[src/design/rtbc_pkg.sv]
package rtbc_pkg;

	localparam int TAB_W           = 6;
	localparam int MAX_TAB         = 63;
	localparam int COLUMN_BITS_DEF = 16;
	localparam int CFG_IDX_W       = 1;
	localparam int CFG_DATA_W      = 6;

	localparam logic [TAB_W-1:0] TAB_RESET = TAB_W'(8);

	localparam logic [CFG_IDX_W-1:0] REG_STOP_WIDTH  = 1'b0;
	localparam logic [CFG_IDX_W-1:0] REG_CONVERT_ALL = 1'b1;

	localparam logic OP_CHAR = 1'b0;
	localparam logic OP_EOS  = 1'b1;

	localparam logic [7:0] CH_SPACE = 8'h20;
	localparam logic [7:0] CH_TAB   = 8'h09;
	localparam logic [7:0] CH_NL    = 8'h0A;
	localparam logic [7:0] CH_BS    = 8'h08;
	localparam logic [7:0] CH_CR    = 8'h0D;

	typedef struct packed {
		logic       op;
		logic [7:0] in_byte;
	} in_word_t;

	typedef struct packed {
		logic [7:0] out_byte;
		logic       last;
	} out_word_t;

	typedef struct packed {
		logic             start;
		logic [TAB_W-1:0] divisor;
	} rem_req_t;

	typedef struct packed {
		logic             done;
		logic [TAB_W-1:0] remainder;
	} rem_rsp_t;

	// zero reads as one, clamp to the widest supported stop
	function automatic logic [TAB_W-1:0] eff_tab(input logic [TAB_W-1:0] t);
		logic [TAB_W-1:0] r;
		r = t;
		if (r == '0) r = TAB_W'(1);
		if (r > TAB_W'(MAX_TAB)) r = TAB_W'(MAX_TAB);
		return r;
	endfunction

endpackage

[src/design/blank_run_to_tab_converter_top.sv]
// Blank-run-to-tab converter. Accepts one byte word at a time and delivers the converted
// byte words in order, one per cycle at most, through a registered output; the input stalls
// while a word is being worked on. A plain byte goes out after the held-back spaces flushed
// ahead of it; a space arriving at the saturated column counts as a plain byte. The first
// space of a run is held back without output. A space that makes or lengthens a run of two
// or more waits on the bit-serial remainder unit for the next tab stop, then emits a tab for
// each stop the run reaches. A tab byte also flushes the held-back spaces ahead of it, the
// remainder unit moving the column on to the next stop after the tab has gone out. An
// end-of-stream word flushes any held-back spaces, at most 62, the last of them marked last.
module blank_run_to_tab_converter_top #(
	parameter int COLUMN_BITS = rtbc_pkg::COLUMN_BITS_DEF
) (
	input  logic                              clk,
	input  logic                              arst_n,
	input  logic                              cfg_we,
	input  logic [rtbc_pkg::CFG_IDX_W-1:0]    cfg_index,
	input  logic [rtbc_pkg::CFG_DATA_W-1:0]   cfg_data,
	input  logic                              in_valid,
	output logic                              in_stall,
	input  rtbc_pkg::in_word_t                in_word,
	output logic                              out_valid,
	input  logic                              out_stall,
	output rtbc_pkg::out_word_t               out_word
);
	import rtbc_pkg::*;

	logic [TAB_W-1:0]       tab_q;
	logic                   all_q;
	logic                   out_valid_q;
	out_word_t              out_word_q;
	logic                   out_free;
	logic                   emit;
	out_word_t              emit_word;
	rem_req_t               rem_req;
	rem_rsp_t               rem_rsp;
	logic [COLUMN_BITS-1:0] rem_dividend;

	always_ff @(posedge clk or negedge arst_n) begin
		if (!arst_n) begin
			tab_q <= TAB_RESET;
			all_q <= 1'b0;
		end else if (cfg_we) begin
			unique case (cfg_index)
				REG_STOP_WIDTH:  tab_q <= cfg_data[TAB_W-1:0];
				REG_CONVERT_ALL: all_q <= cfg_data[0];
				default: ;
			endcase
		end
	end

	assign out_free = !out_valid_q || !out_stall;

	rtbc_ctrl #(
		.COLUMN_BITS(COLUMN_BITS)
	) u_ctrl (
		.clk          (clk),
		.arst_n       (arst_n),
		.in_valid     (in_valid),
		.in_word      (in_word),
		.in_stall     (in_stall),
		.stop_width   (eff_tab(tab_q)),
		.convert_all  (all_q),
		.out_free     (out_free),
		.emit         (emit),
		.emit_word    (emit_word),
		.rem_req      (rem_req),
		.rem_dividend (rem_dividend),
		.rem_rsp      (rem_rsp)
	);

	rtbc_rem #(
		.COLUMN_BITS(COLUMN_BITS)
	) u_rem (
		.clk      (clk),
		.arst_n   (arst_n),
		.req      (rem_req),
		.dividend (rem_dividend),
		.rsp      (rem_rsp)
	);

	always_ff @(posedge clk or negedge arst_n) begin
		if (!arst_n) begin
			out_valid_q <= 1'b0;
		end else if (emit) begin
			out_valid_q <= 1'b1;
		end else if (!out_stall) begin
			out_valid_q <= 1'b0;
		end
	end

	always_ff @(posedge clk) begin
		if (emit) out_word_q <= emit_word;
	end

	assign out_valid = out_valid_q;
	assign out_word  = out_word_q;

endmodule

[src/design/rtbc_rem.sv]
module rtbc_rem #(
	parameter int COLUMN_BITS = rtbc_pkg::COLUMN_BITS_DEF
) (
	input  logic                   clk,
	input  logic                   arst_n,
	input  rtbc_pkg::rem_req_t     req,
	input  logic [COLUMN_BITS-1:0] dividend,
	output rtbc_pkg::rem_rsp_t     rsp
);
	import rtbc_pkg::*;

	localparam int CNT_W = $clog2(COLUMN_BITS + 1);

	logic [COLUMN_BITS-1:0] sh_q;
	logic [TAB_W-1:0]       div_q;
	logic [TAB_W-1:0]       r_q;
	logic [CNT_W-1:0]       cnt_q;
	logic                   busy_q;
	logic                   done_q;
	logic [TAB_W:0]         trial;
	logic [TAB_W:0]         diff;
	logic                   fits;

	// restoring remainder, one dividend bit a cycle
	assign trial = {r_q, sh_q[COLUMN_BITS-1]};
	assign diff  = trial - {1'b0, div_q};
	assign fits  = trial >= {1'b0, div_q};

	always_ff @(posedge clk or negedge arst_n) begin
		if (!arst_n) begin
			busy_q <= 1'b0;
			done_q <= 1'b0;
			cnt_q  <= '0;
		end else begin
			done_q <= 1'b0;
			if (req.start) begin
				busy_q <= 1'b1;
				cnt_q  <= CNT_W'(COLUMN_BITS);
			end else if (busy_q) begin
				cnt_q <= cnt_q - CNT_W'(1);
				if (cnt_q == CNT_W'(1)) begin
					busy_q <= 1'b0;
					done_q <= 1'b1;
				end
			end
		end
	end

	always_ff @(posedge clk) begin
		if (req.start) begin
			sh_q  <= dividend;
			div_q <= req.divisor;
			r_q   <= '0;
		end else if (busy_q) begin
			sh_q <= sh_q << 1;
			r_q  <= fits ? diff[TAB_W-1:0] : trial[TAB_W-1:0];
		end
	end

	assign rsp.done      = done_q;
	assign rsp.remainder = r_q;

endmodule

[src/design/rtbc_ctrl.sv]
module rtbc_ctrl #(
	parameter int COLUMN_BITS = rtbc_pkg::COLUMN_BITS_DEF
) (
	input  logic                         clk,
	input  logic                         arst_n,
	input  logic                         in_valid,
	input  rtbc_pkg::in_word_t           in_word,
	output logic                         in_stall,
	input  logic [rtbc_pkg::TAB_W-1:0]   stop_width,
	input  logic                         convert_all,
	input  logic                         out_free,
	output logic                         emit,
	output rtbc_pkg::out_word_t          emit_word,
	output rtbc_pkg::rem_req_t           rem_req,
	output logic [COLUMN_BITS-1:0]       rem_dividend,
	input  rtbc_pkg::rem_rsp_t           rem_rsp
);
	import rtbc_pkg::*;

	localparam logic [2:0] S_IDLE  = 3'd0;
	localparam logic [2:0] S_FLUSH = 3'd1;
	localparam logic [2:0] S_BYTE  = 3'd2;
	localparam logic [2:0] S_DIV   = 3'd3;
	localparam logic [2:0] S_TABS  = 3'd4;

	localparam logic [1:0] K_EOS   = 2'd0;
	localparam logic [1:0] K_SPMAX = 2'd1;
	localparam logic [1:0] K_OTHER = 2'd2;

	localparam logic [COLUMN_BITS-1:0] COL_MAX = '1;

	logic [2:0]             state_q, state_d;
	logic [1:0]             kind_q, kind_d;
	logic [7:0]             byte_q, byte_d;
	logic [COLUMN_BITS-1:0] col_q, col_d;
	logic [COLUMN_BITS-1:0] rstart_q, rstart_d;
	logic [COLUMN_BITS-1:0] ns_q, ns_d;
	logic [TAB_W-1:0]       pend_q, pend_d;
	logic                   lead_q, lead_d;
	logic                   long_q, long_d;
	logic                   hold_q, hold_d;
	logic                   divtab_q, divtab_d;

	logic                   take_sp;
	logic [TAB_W-1:0]       pend_inc;
	logic [COLUMN_BITS-1:0] rstart_sp;
	logic                   long_sp;
	logic [COLUMN_BITS-1:0] div_base;
	logic [COLUMN_BITS:0]   ns_sum;
	logic [COLUMN_BITS-1:0] ns_calc;
	logic [COLUMN_BITS:0]   step_sum;
	logic [COLUMN_BITS-1:0] ns_step;
	logic                   tab_found;
	logic [COLUMN_BITS-1:0] run_gap;

	assign take_sp   = (in_word.op == OP_CHAR) && (in_word.in_byte == CH_SPACE)
		&& (convert_all || lead_q);
	assign pend_inc  = pend_q + TAB_W'(1);
	assign rstart_sp = (pend_q == '0 && !long_q) ? col_q : rstart_q;
	assign long_sp   = long_q || (pend_inc >= TAB_W'(2));

	assign div_base = divtab_q ? col_q : rstart_q;
	assign ns_sum   = {1'b0, div_base} + (COLUMN_BITS+1)'(stop_width)
		- (COLUMN_BITS+1)'(rem_rsp.remainder);
	assign ns_calc  = (ns_sum > {1'b0, COL_MAX}) ? COL_MAX : ns_sum[COLUMN_BITS-1:0];
	assign step_sum = {1'b0, ns_q} + (COLUMN_BITS+1)'(stop_width);
	assign ns_step  = (step_sum > {1'b0, COL_MAX}) ? COL_MAX : step_sum[COLUMN_BITS-1:0];

	assign tab_found = (rstart_q < col_q) && (ns_q <= col_q);
	assign run_gap   = col_q - rstart_q;

	assign in_stall = (state_q != S_IDLE);

	always_comb begin
		state_d  = state_q;
		kind_d   = kind_q;
		byte_d   = byte_q;
		col_d    = col_q;
		rstart_d = rstart_q;
		ns_d     = ns_q;
		pend_d   = pend_q;
		lead_d   = lead_q;
		long_d   = long_q;
		hold_d   = hold_q;
		divtab_d = divtab_q;
		emit              = 1'b0;
		emit_word.out_byte = CH_SPACE;
		emit_word.last     = 1'b0;
		rem_req.start      = 1'b0;
		rem_req.divisor    = stop_width;
		rem_dividend       = col_q;

		unique case (state_q)
			S_IDLE: begin
				if (in_valid) begin
					byte_d = in_word.in_byte;
					if (in_word.op == OP_EOS) begin
						kind_d = K_EOS;
						if (pend_q != '0) begin
							state_d = S_FLUSH;
						end else begin
							col_d    = '0;
							rstart_d = '0;
							lead_d   = 1'b1;
							long_d   = 1'b0;
						end
					end else if (take_sp) begin
						if (col_q == COL_MAX) begin
							kind_d  = K_SPMAX;
							byte_d  = CH_SPACE;
							long_d  = 1'b0;
							state_d = (pend_q != '0) ? S_FLUSH : S_BYTE;
						end else begin
							rstart_d = rstart_sp;
							pend_d   = pend_inc;
							col_d    = col_q + COLUMN_BITS'(1);
							long_d   = long_sp;
							if (long_sp) begin
								rem_req.start = 1'b1;
								rem_dividend  = rstart_sp;
								divtab_d      = 1'b0;
								state_d       = S_DIV;
							end
						end
					end else begin
						kind_d  = K_OTHER;
						long_d  = 1'b0;
						state_d = (pend_q != '0) ? S_FLUSH : S_BYTE;
					end
				end
			end
			S_FLUSH: begin
				if (out_free) begin
					emit           = 1'b1;
					emit_word.last = (pend_q == TAB_W'(1)) && (kind_q == K_EOS);
					pend_d         = pend_q - TAB_W'(1);
					if (pend_q == TAB_W'(1)) begin
						if (kind_q == K_EOS) begin
							col_d    = '0;
							rstart_d = '0;
							lead_d   = 1'b1;
							long_d   = 1'b0;
							state_d  = S_IDLE;
						end else begin
							state_d = S_BYTE;
						end
					end
				end
			end
			S_BYTE: begin
				if (out_free) begin
					emit               = 1'b1;
					emit_word.out_byte = byte_q;
					emit_word.last     = 1'b1;
					state_d            = S_IDLE;
					if (kind_q == K_OTHER) begin
						unique case (byte_q)
							CH_NL: begin
								col_d  = '0;
								lead_d = 1'b1;
							end
							CH_TAB: begin
								rem_req.start = 1'b1;
								rem_dividend  = col_q;
								divtab_d      = 1'b1;
								state_d       = S_DIV;
							end
							CH_BS: begin
								if (col_q != '0) col_d = col_q - COLUMN_BITS'(1);
							end
							CH_CR: begin
								col_d = '0;
							end
							default: begin
								if (col_q != COL_MAX) col_d = col_q + COLUMN_BITS'(1);
								if (byte_q != CH_SPACE) lead_d = 1'b0;
							end
						endcase
					end
				end
			end
			S_DIV: begin
				if (rem_rsp.done) begin
					if (divtab_q) begin
						col_d   = ns_calc;
						state_d = S_IDLE;
					end else begin
						ns_d    = ns_calc;
						state_d = S_TABS;
					end
				end
			end
			S_TABS: begin
				// a found tab is held back until the search for the one after it decides its last flag
				if (!hold_q || out_free) begin
					if (hold_q) begin
						emit               = 1'b1;
						emit_word.out_byte = CH_TAB;
						emit_word.last     = !tab_found;
					end
					if (tab_found) begin
						hold_d   = 1'b1;
						rstart_d = ns_q;
						ns_d     = ns_step;
					end else begin
						hold_d  = 1'b0;
						pend_d  = run_gap[TAB_W-1:0];
						state_d = S_IDLE;
					end
				end
			end
			default: begin
				state_d = S_IDLE;
			end
		endcase
	end

	always_ff @(posedge clk or negedge arst_n) begin
		if (!arst_n) begin
			state_q  <= S_IDLE;
			kind_q   <= K_EOS;
			col_q    <= '0;
			rstart_q <= '0;
			pend_q   <= '0;
			lead_q   <= 1'b1;
			long_q   <= 1'b0;
			hold_q   <= 1'b0;
			divtab_q <= 1'b0;
		end else begin
			state_q  <= state_d;
			kind_q   <= kind_d;
			col_q    <= col_d;
			rstart_q <= rstart_d;
			pend_q   <= pend_d;
			lead_q   <= lead_d;
			long_q   <= long_d;
			hold_q   <= hold_d;
			divtab_q <= divtab_d;
		end
	end

	always_ff @(posedge clk) begin
		byte_q <= byte_d;
		ns_q   <= ns_d;
	end

endmodule

[config.mk]
export PLATFORM = sky130hd
export DESIGN_NAME = blank_run_to_tab_converter_top
export DESIGN_NICKNAME = d
export VERILOG_FILES = /design/src/design/rtbc_pkg.sv /design/src/design/blank_run_to_tab_converter_top.sv /design/src/design/rtbc_rem.sv /design/src/design/rtbc_ctrl.sv
export SDC_FILE = /design/constraint.sdc
export NUM_CORES = 1
export LEC_CHECK = 0
export BUFFER_PORTS_ARGS = -buffer_cell sky130_fd_sc_hd__buf_2
export CAP_MARGIN = 20
export CELL_PAD_IN_SITES_DETAIL_PLACEMENT = 1
export CELL_PAD_IN_SITES_GLOBAL_PLACEMENT = 2
export CORE_MARGIN = 2
export CORE_UTILIZATION = 36
export CTS_CLUSTER_DIAMETER = 200
export DETAILED_ROUTE_END_ITERATION = 12
export PLACE_DENSITY_LB_ADDON = 0.25
export SLEW_MARGIN = 15
export SYNTH_ARGS = -nofsm -noshare
export SYNTH_HDL_FRONTEND = slang
export SYNTH_SLANG_ARGS = --single-unit
[constraint.sdc]
create_clock -name clk -period 3.9 [get_ports clk]
set_input_delay 0.78 -clock clk [delete_from_list [all_inputs] [get_ports clk]]
set_output_delay 0.78 -clock clk [all_outputs]
set_load 0.01 [all_outputs]
# Word level (Yosys, flattened, before mapping)
# Cells that the tools add are included.
[classes]
n_lt_le_gt_ge = 7
bitwise = 2
reduce_logical = 44
n_addsub = 10
n_mux = 134
eq_ne = 46
[op_table]
columns = ["cell", "count"]
rows = [
  ["2-to-1 mux 16 bit", 36],
  ["case mux 16 bit (3 select lines)", 2],
  ["case mux 16 bit (4 select lines)", 1],
  ["2-to-1 mux 6 bit", 10],
  ["2-to-1 mux 1 bit", 46],
  ["2-to-1 mux 3 bit", 14],
  ["adder 16 x 6 -> 17 bit", 2],
  ["> comparator 17 x 16 -> 1 bit, second input constant", 2],
  ["equality test 8 x 4 -> 1 bit, second input constant", 4],
  ["case mux 16 bit (2 select lines)", 1],
  ["2-to-1 mux 8 bit", 3],
  ["!= test 2 x 1 -> 1 bit, second input constant", 12],
  ["!= test 2 bit, second input constant", 10],
  ["2-to-1 mux 9 bit", 2],
  ["case mux 6 bit (3 select lines)", 1],
  ["AND reduction 9 bit", 2],
  ["subtractor 17 x 6 -> 17 bit", 1],
  ["adder 16 x 1 -> 16 bit, second input constant", 1],
  ["equality test 16 bit, second input constant", 1],
  ["less-or-equal comparator 16 bit", 1],
  ["less-than comparator 16 bit", 1],
  ["!= test 16 bit, second input constant", 1],
  ["case mux 8 bit (2 select lines)", 1],
  ["nonzero test 16 bit", 1],
  ["47 further kinds", 87],
]
[word_totals]
out_inout_bits = 11
regBits = 123
inputBits = 21

# Logic depth before layout (Yosys ltp)
# Gate-level depths: netlist (run 1).
[depth]
word_depth = 11
ltp_mapped = 17
depth_no_buf = 16

# Hierarchy
# From an unflattened synthesis (run 1), not the netlist that was laid out.
[unflattened]
cells_unflattened = 1094
area_unflattened_um2 = 10000.8
[by_module_without_submodules]
columns = ["module", "n_inst", "area_per_inst_um2", "cells_per_inst", "seq_area_each_um2"]
rows = [
  ["rtbc_ctrl", 1, 7637.3, 919, 1898.1],
  ["rtbc_rem", 1, 1747.9, 139, 955.9],
  ["blank_run_to_tab_converter_top", 1, 615.6, 36, 471.7],
]

# Worst setup path before layout (run 1)
# Ideal clock, no wire load.
[synth_path]
kind = "register to register"
startpoint = "reg tab_q[1]"
endpoint = "reg u_ctrl.ns_q[13] (data pin)"
stages_incl_launch_ff = 17
path_slack_ps = 150
required_time_ps = 3622
t_arrival_ps = 3472
path_cell_list = "dfrtp_1 -> or4_1 -> nor2_1 -> or2_2 -> inv_1 -> ha_1 -> inv_1 -> ha_1 -> fa_1 -> a211oi_1 -> o21ai_0 -> nand3_1 -> a21o_1 -> nand3_2 -> clkbuf_1 -> nor2_1 -> a22oi_1"
[synth_lines]
columns = ["item", "line", "text"]
rows = [
  ["start: declaration", "blank_run_to_tab_converter_top.sv:27", "logic [TAB_W-1:0] tab_q;"],
  ["start signal: assignment", "blank_run_to_tab_converter_top.sv:44", "REG_STOP_WIDTH: tab_q <= cfg_data[TAB_W-1:0];"],
  ["end signal: assignment", "rtbc_ctrl.sv:244", "ns_q <= ns_d;"],
  ["end: declaration", "rtbc_ctrl.sv:37", "logic [COLUMN_BITS-1:0] ns_q, ns_d;"],
]

==> impl_metrics.tcl, run 1 <==
set metrics [dict create \
    clkPwrFrac_pct 16.6 \
    multi_input_area_sq_um 5770 \
    final.min_clock_period_ns 3.71 \
    setup_tns_ns 0 \
    grt_max_degree 63 \
    holdWs_ns 0.466 \
    cp-end-kind "register" \
    cp.arrival_ns 3.99 \
    synth_fa_ha_area_share_pct 11.6 \
    status "complete, no violations" \
    drt_wl_total_um 33600 \
    drive_gt1_share_pct 14.9 \
    htree_levels 4 \
    hpwlAfterDp_um 25900 \
    fmax_mhz 270 \
    synthSimpleGateAreaFrac_pct 16.8 \
    clock_sinks 123 \
    dpl_cell_area_sq_um 10500 \
    cts_root_buffer "clkbuf_16" \
    grt_pass1_vias 8827 \
    synth_top_family_by_area "compound AO/OA/AOI/OAI gates" \
    cap_viol_max_count 0 \
    cts_hold_buffers 0 \
    syn_inst 1077 \
    start_util_pct 36.9 \
    n_antenna_cell 0 \
    vias 8646 \
    power_frac_seq_pct 22.9 \
    viasPerCell 5.84 \
    core_area_sq_um 26100 \
    design_power_total_mw 9.26 \
    async_flop_share_pct 50.4 \
    synth-warning-count 0 \
    nFillCells 3068 \
    grt_overflow 0 \
    die_area_sq_um 28100 \
    io_pins 32 \
    synth_nets 1182 \
    antenna_found_initial 0 \
    drcViolationCount 0 \
    clock_latency_ns 0.43 \
    worst_pin_slew_ns 1.08 \
    rsz0062_at_grt "no" \
    ys_seq_area_share_pct 34.5 \
    synth_mux_area_share_pct 4.75 \
    peakVddDrop_mv 0.499 \
    critPathMaxFanout 6 \
    die_w_um 168 \
    synth_area_sq_um 9630 \
    maxSlewViolCount 0 \
    clkTransAtPathRegs_ns 0.07 \
    hold_viol_final 0 \
    yosysTopAreaCellShare_pct 17.1 \
    avgSynthCellArea_sq_um 8.94 \
    maxSlewHeadroom_pct 27.9 \
    grt_pass1_wl_um 52600 \
    cp_data_required_time_ns 4.18 \
    antenna_left 0 \
    drt_iter0_drc 675 \
    synth_most_common_cell "inv_1" \
    synth_top_cell_by_area "edfxtp_1" \
    synthFlopType "dfrtp_1" \
    area_delta_synth_final_pct 14.9 \
    drtPass1Iterations 5 \
    synth_compound_area_share_pct 21.8 \
    switching_share_pct 46.6 \
    ys_top_cells_by_count "inv_1, nor2_1, a21oi_1, ha_1" \
    seq_area_sq_um 3330 \
    die_h_um 168 \
    routabilityCongestion 0.870 \
    cts_buffers 17 \
    port_buffers 31 \
    fin_nets 1238 \
    cts_buffer_depth 2 \
    synthTopCellsByArea "edfxtp_1, dfrtp_1, ha_1" \
    internal_power_mw 4.95 \
    holdCritPathClass "reg2reg" \
    crit_path_start_kind "register" \
    cts_tree "built" \
    p_leak_nw 4.62 \
    finalInstanceArea_sq_um 11100 \
    skew_ns 0.0129 \
    yosys_register_bits 123 \
    track_usage_pct 24.4 \
    fin_crit_sh_pct 95.1 \
    switchingPower_mw 4.32 \
    core.rowCount 59 \
    cellPowerDensity_nw_per_um2 837 \
    synth_edf_count 55 \
    power_frac_comb_pct 60.5 \
    routedWlPerCell_um 22.7 \
    ys_types 83 \
    setup_viol 0 \
    path_class "reg2reg" \
    synth_xor_area_share_pct 4.27 \
]
worst max-delay path, cell delays in order, from the launching register on:
cell	delay [ns]
dfrtp_1	0.38
or4_1	0.51
nor2_1	0.10
or2_2	0.13
inv_1	0.04
ha_1	0.26
inv_1	0.04
ha_1	0.21
fa_2	0.35
a211oi_2	0.29
o21ai_2	0.11
nand3_1	0.13
a21o_1	0.18
nand3_4	0.12
buf_4	0.17
nor4_2	0.37
o221ai_1	0.16
path summary, 6_finish.rpt:
check                                          start                               to  slack (ns)  cells after the start
min in group asynchronous                     arst_n       u_rem.cnt_q[3]$_DFFE_PN0P_        0.59                      2
hold reg to reg            u_ctrl.lead_q$_DFFE_PN1P_        u_ctrl.lead_q$_DFFE_PN1P_        0.47                      2
max in group asynchronous                     arst_n  u_ctrl.rstart_q[11]$_DFFE_PN0P_        2.67                      2
setup / recovery                tab_q[1]$_DFFE_PN0P_     u_ctrl.col_q[13]$_DFFE_PN0P_        0.19                     16
setup reg to reg                tab_q[1]$_DFFE_PN0P_     u_ctrl.col_q[13]$_DFFE_PN0P_        0.19                     16
hold / removal             u_ctrl.lead_q$_DFFE_PN1P_        u_ctrl.lead_q$_DFFE_PN1P_        0.47                      2
placed cells by master, fill, tap and decap left out, types with 15 or more instances in the layout:
cell type  netlist  routed
inv_1           83      83
nor2_1          78      78
ha_1            75      75
a21oi_1         75      74
nand2_1         73      73
o21ai_0         73      71
buf_4            3      71
dfrtp_1         60      60
edfxtp_1        55      55
mux2i_1         33      33
nand3_1         32      32
a22oi_1         32      32
buf_2           15      31
xnor2_1         26      26
xor2_1          21      21
nor3_1          19      19
nand4_1         17      17
a21o_1          17      17
o2bb2ai_1       17      17
clkbuf_16        0      17
and3_1          15      15
nor2b_1         15      15
final cells by class:
cell class              count  share of cell area [%]
clock inverters            13                    1.06
repair buffers            102                    6.22
inverters                  83                    2.81
well taps                 335                    3.79
clock buffers              19                    3.91
flip-flops and latches    123                    30.0
multi-input cells         806                    52.2
per-stage QoR:
step	setup WS (ns)	utilization, %	std cells
floorplan	0.150	-	1077
CTS	0.0711	42.2	1480
global route	0.0284	42.4	1481
global placement	0.00602	40.1	1448
detailed placement	-0.156	40.1	1448
finish	0.190	42.4	1481
cell families after synthesis:
family,after synthesis
compound gates,319
xor+xnor,47
fa+ha+maj,84
buf+inv,148
flops,123
mux,44
simple gates,312
registers in the layout (all words and copies together) (netlist names):
signal           flops
u_ctrl.kind_q        2
u_rem.busy_q         1
u_rem.r_q            6
all_q                1
u_ctrl.state_q       3
u_rem.div_q          6
u_rem.sh_q          16
u_ctrl.rstart_q     16
u_ctrl.long_q        1
u_ctrl.pend_q        6
u_ctrl.lead_q        1
u_rem.done_q         1
u_ctrl.hold_q        1
out_word             9
tab_q                6
u_ctrl.ns_q         16
u_ctrl.col_q        16
u_ctrl.byte_q        8
u_rem.cnt_q          5
out_valid            1
u_ctrl.divtab_q      1
what timing repair did:
item                       in CTS  in global routing
gates resized for setup         3                  6
setup buffers                   0                  1
pin swaps                       0                  5
setup endpoints to repair       6                 15
metal layers:
metal	GRT usage, %	share of wire (%)	up-vias
met5	0	0	-
met4	7.94	2.7	0
met3	2.98	3.4	44
met2	40.5	47	207
met1	33.1	47	4321
li1	-	-	4074
power by group through the flow:
stage               clock network [mW]  registers [mW]  logic (mW)
global route                      1.62            2.17        6.21
global placement                     0            2.13        5.36
finish                            1.54            2.12        5.60
floorplan                            0            1.97        3.72
CTS                               1.56            2.12        5.53
detailed placement                   0            2.14        5.48
(Power assumes the default switching activity.)
==> run 2, diff against run 1 <==
--- a/config.mk
+++ b/config.mk
@@ -14,6 +14,7 @@
 export CTS_CLUSTER_DIAMETER = 200
 export DETAILED_ROUTE_END_ITERATION = 12
 export PLACE_DENSITY_LB_ADDON = 0.25
+export RECOVER_POWER = 25
 export SLEW_MARGIN = 15
 export SYNTH_ARGS = -nofsm -noshare
 export SYNTH_HDL_FRONTEND = slang
==> run 2 against run 1 <==
The run now ends with max-capacitance violations, max-slew violations left. Non-clock buffer count unchanged. Final cell count unchanged. Sequential power about the same. Clock-buffer cell count unchanged. Clock skew about the same. Combinational power about the same. Critical endpoint unchanged.
==> impl_metrics.tcl, run 2 (synthesis results as in run 1) <==
set metrics [dict create \
    status "finished, violations left" \
    violations "max-capacitance violations, max-slew violations" \
    maxSlewHeadroom_pct -26.9 \
    n_antenna_cell 0 \
    critPathMaxFanout 6 \
    cp_data_required_time_ns 4.18 \
    final_core_util_pct 42.2 \
    die_h_um 168 \
    slowest_delay_ns 0.51 \
    worstPathCellList "or4_1 -> nor2_1 -> or2_2 -> inv_1 -> ha_1 -> inv_1 -> ha_1 -> fa_2 -> a211oi_2 -> o21ai_2 -> nand3_1 -> a21o_1 -> nand3_4 -> buf_4 -> nor4_2 -> o221ai_1" \
    track_usage_pct 24.4 \
    cp-startpoint "tab_q[1]$_DFFE_PN0P_" \
    route.met2.wl_um 15900 \
    mostFrequentLayoutCells "inv_1, nor2_1, ha_1" \
    fmax_mhz 267 \
    die_area_sq_um 28100 \
    core.rowCount 59 \
    critical_path.slowest_cell "or4_1" \
    cts_root_buffer "clkbuf_16" \
    path_class "reg2reg" \
    r2r_start "tab_q[1]$_DFFE_PN0P_" \
    peakVddDrop_mv 0.500 \
    cp-end-kind "register" \
    seq_area_sq_um 3330 \
    fin_crit_sh_pct 95.9 \
    r2r_slack_ns 0.16 \
    grt_max_degree 63 \
    port_buffers 31 \
    htree_levels 4 \
    drive_gt1_share_pct 13.7 \
    grt_pass1_vias 8827 \
    cp.arrival_ns 4.03 \
    die_w_um 168 \
    clock_latency_ns 0.43 \
    io_pins 32 \
    area_delta_synth_final_pct 14.6 \
    cts_buffers 17 \
    cellPowerDensity_nw_per_um2 839 \
    worstHoldPathCells 2 \
    p_leak_nw 4.58 \
    design_power_total_mw 9.26 \
    routabilityCongestion 0.870 \
    place_ws_ns -0.156 \
    hold_viol_final 0 \
    critPathTopFamily "simple AND/OR/NAND/NOR gates" \
    path_buf_inv 3 \
    vias 8601 \
    start_util_pct 36.9 \
    grt_overflow 0 \
    drtPass1Iterations 5 \
    clock_sinks 123 \
    cap_viol_max_count 1 \
    antenna_left 0 \
    nFillCells 3072 \
    wl_met1_um 15600 \
    grt_pass1_wl_um 52600 \
    drcViolationCount 0 \
    routedWlPerCell_um 22.6 \
    antenna_found_initial 0 \
    final_common_cell "inv_1" \
    cts_buffer_depth 2 \
    rr_endpoint "u_ctrl.col_q[13]$_DFFE_PN0P_" \
    maxSlewViolCount 63 \
    hpwlAfterDp_um 25900 \
    drt_wl_total_um 33500 \
    worst_pin_slew_ns 1.90 \
    multi_input_area_sq_um 5770 \
    clkTransAtPathRegs_ns 0.07 \
    rsz0062_at_grt "no" \
    setup_viol 0 \
    drt_iter0_drc 670 \
    final.min_clock_period_ns 3.74 \
    min_to "u_ctrl.lead_q$_DFFE_PN1P_" \
    dr.max_layer_used "met4" \
    fin_nets 1238 \
    worstRegToRegCells 16 \
    holdCritPathClass "reg2reg" \
    core_area_sq_um 26100 \
    crit_path_start_kind "register" \
    skew_ns 0.0127 \
    cts_tree "built" \
    wl_met3_um 1160 \
    hold_start "u_ctrl.lead_q$_DFFE_PN1P_" \
    viasPerCell 5.81 \
    setup_ws_ns 0.158 \
]
==> run 2: routing by layer <==
layer	up-vias	track usage (%)
met1	4306	33.1
met5	-	0
li1	4076	-
met3	38	2.98
met4	0	7.94
met2	181	40.5
==> run 2: tightest hold or removal path, stage by stage (launching register included) <==
cell and delay [ns]:
dfstp_2 0.37, inv_1 0.04, a32oi_1 0.05
==> run 2: worst max path at each step <==
| stage | cells after the start | end |
|---|---|---|
| 5_1_grt | 16 | u_ctrl.col_q[15]$_DFFE_PN0P_ |
| 6_report | 16 | u_ctrl.col_q[13]$_DFFE_PN0P_ |
| 3_5_place_dp | 16 | u_ctrl.col_q[13]$_DFFE_PN0P_ |
| 3_3_place_gp | 17 | u_ctrl.col_q[14]$_DFFE_PN0P_ |
| 2_1_floorplan | 16 | u_ctrl.ns_q[13]$_DFFE_PP_ |
| 4_1_cts | 17 | u_ctrl.col_q[14]$_DFFE_PN0P_ |
==> run 2: area by class of cell <==
type	count	share of cell area, %
Inverter	83	2.82
Tap cell	335	3.80
Multi-Input combinational cell	806	52.3
Timing Repair Buffer	102	5.94
Clock buffer	19	3.92
Clock inverter	13	1.07
Sequential cell	123	30.1
==> run 2: power by group <==
part           leakage (nW)  internal, mW  switching (mW)
sequential             1.35          1.79           0.337
combinational          2.95          2.27            3.32
clock                 0.273         0.882           0.655
==> run 2: timing repair <==
action / in CTS / in global routing
resized for setup: 3 / 6
setup buffers: 0 / 1
hold endpoints to repair: 0 / 0
hold buffers: 0 / 0
gates cloned: 0 / 0
pin swaps: 0 / 5
endpoints found under the setup margin: 6 / 15
==> run 2: stage by stage <==
step           instance area [sq um]  setup TNS [ns]  std cells  hold slack [ns]
5_1_grt                        11000               0       1481            0.491
3_5_place_dp                   10500          -0.234       1448            0.460
3_3_place_gp                   10500               0       1448            0.462
4_1_cts                        11000               0       1480            0.470
2_1_floorplan                   9630               0       1077            0.439
6_report                       11000               0       1481            0.466
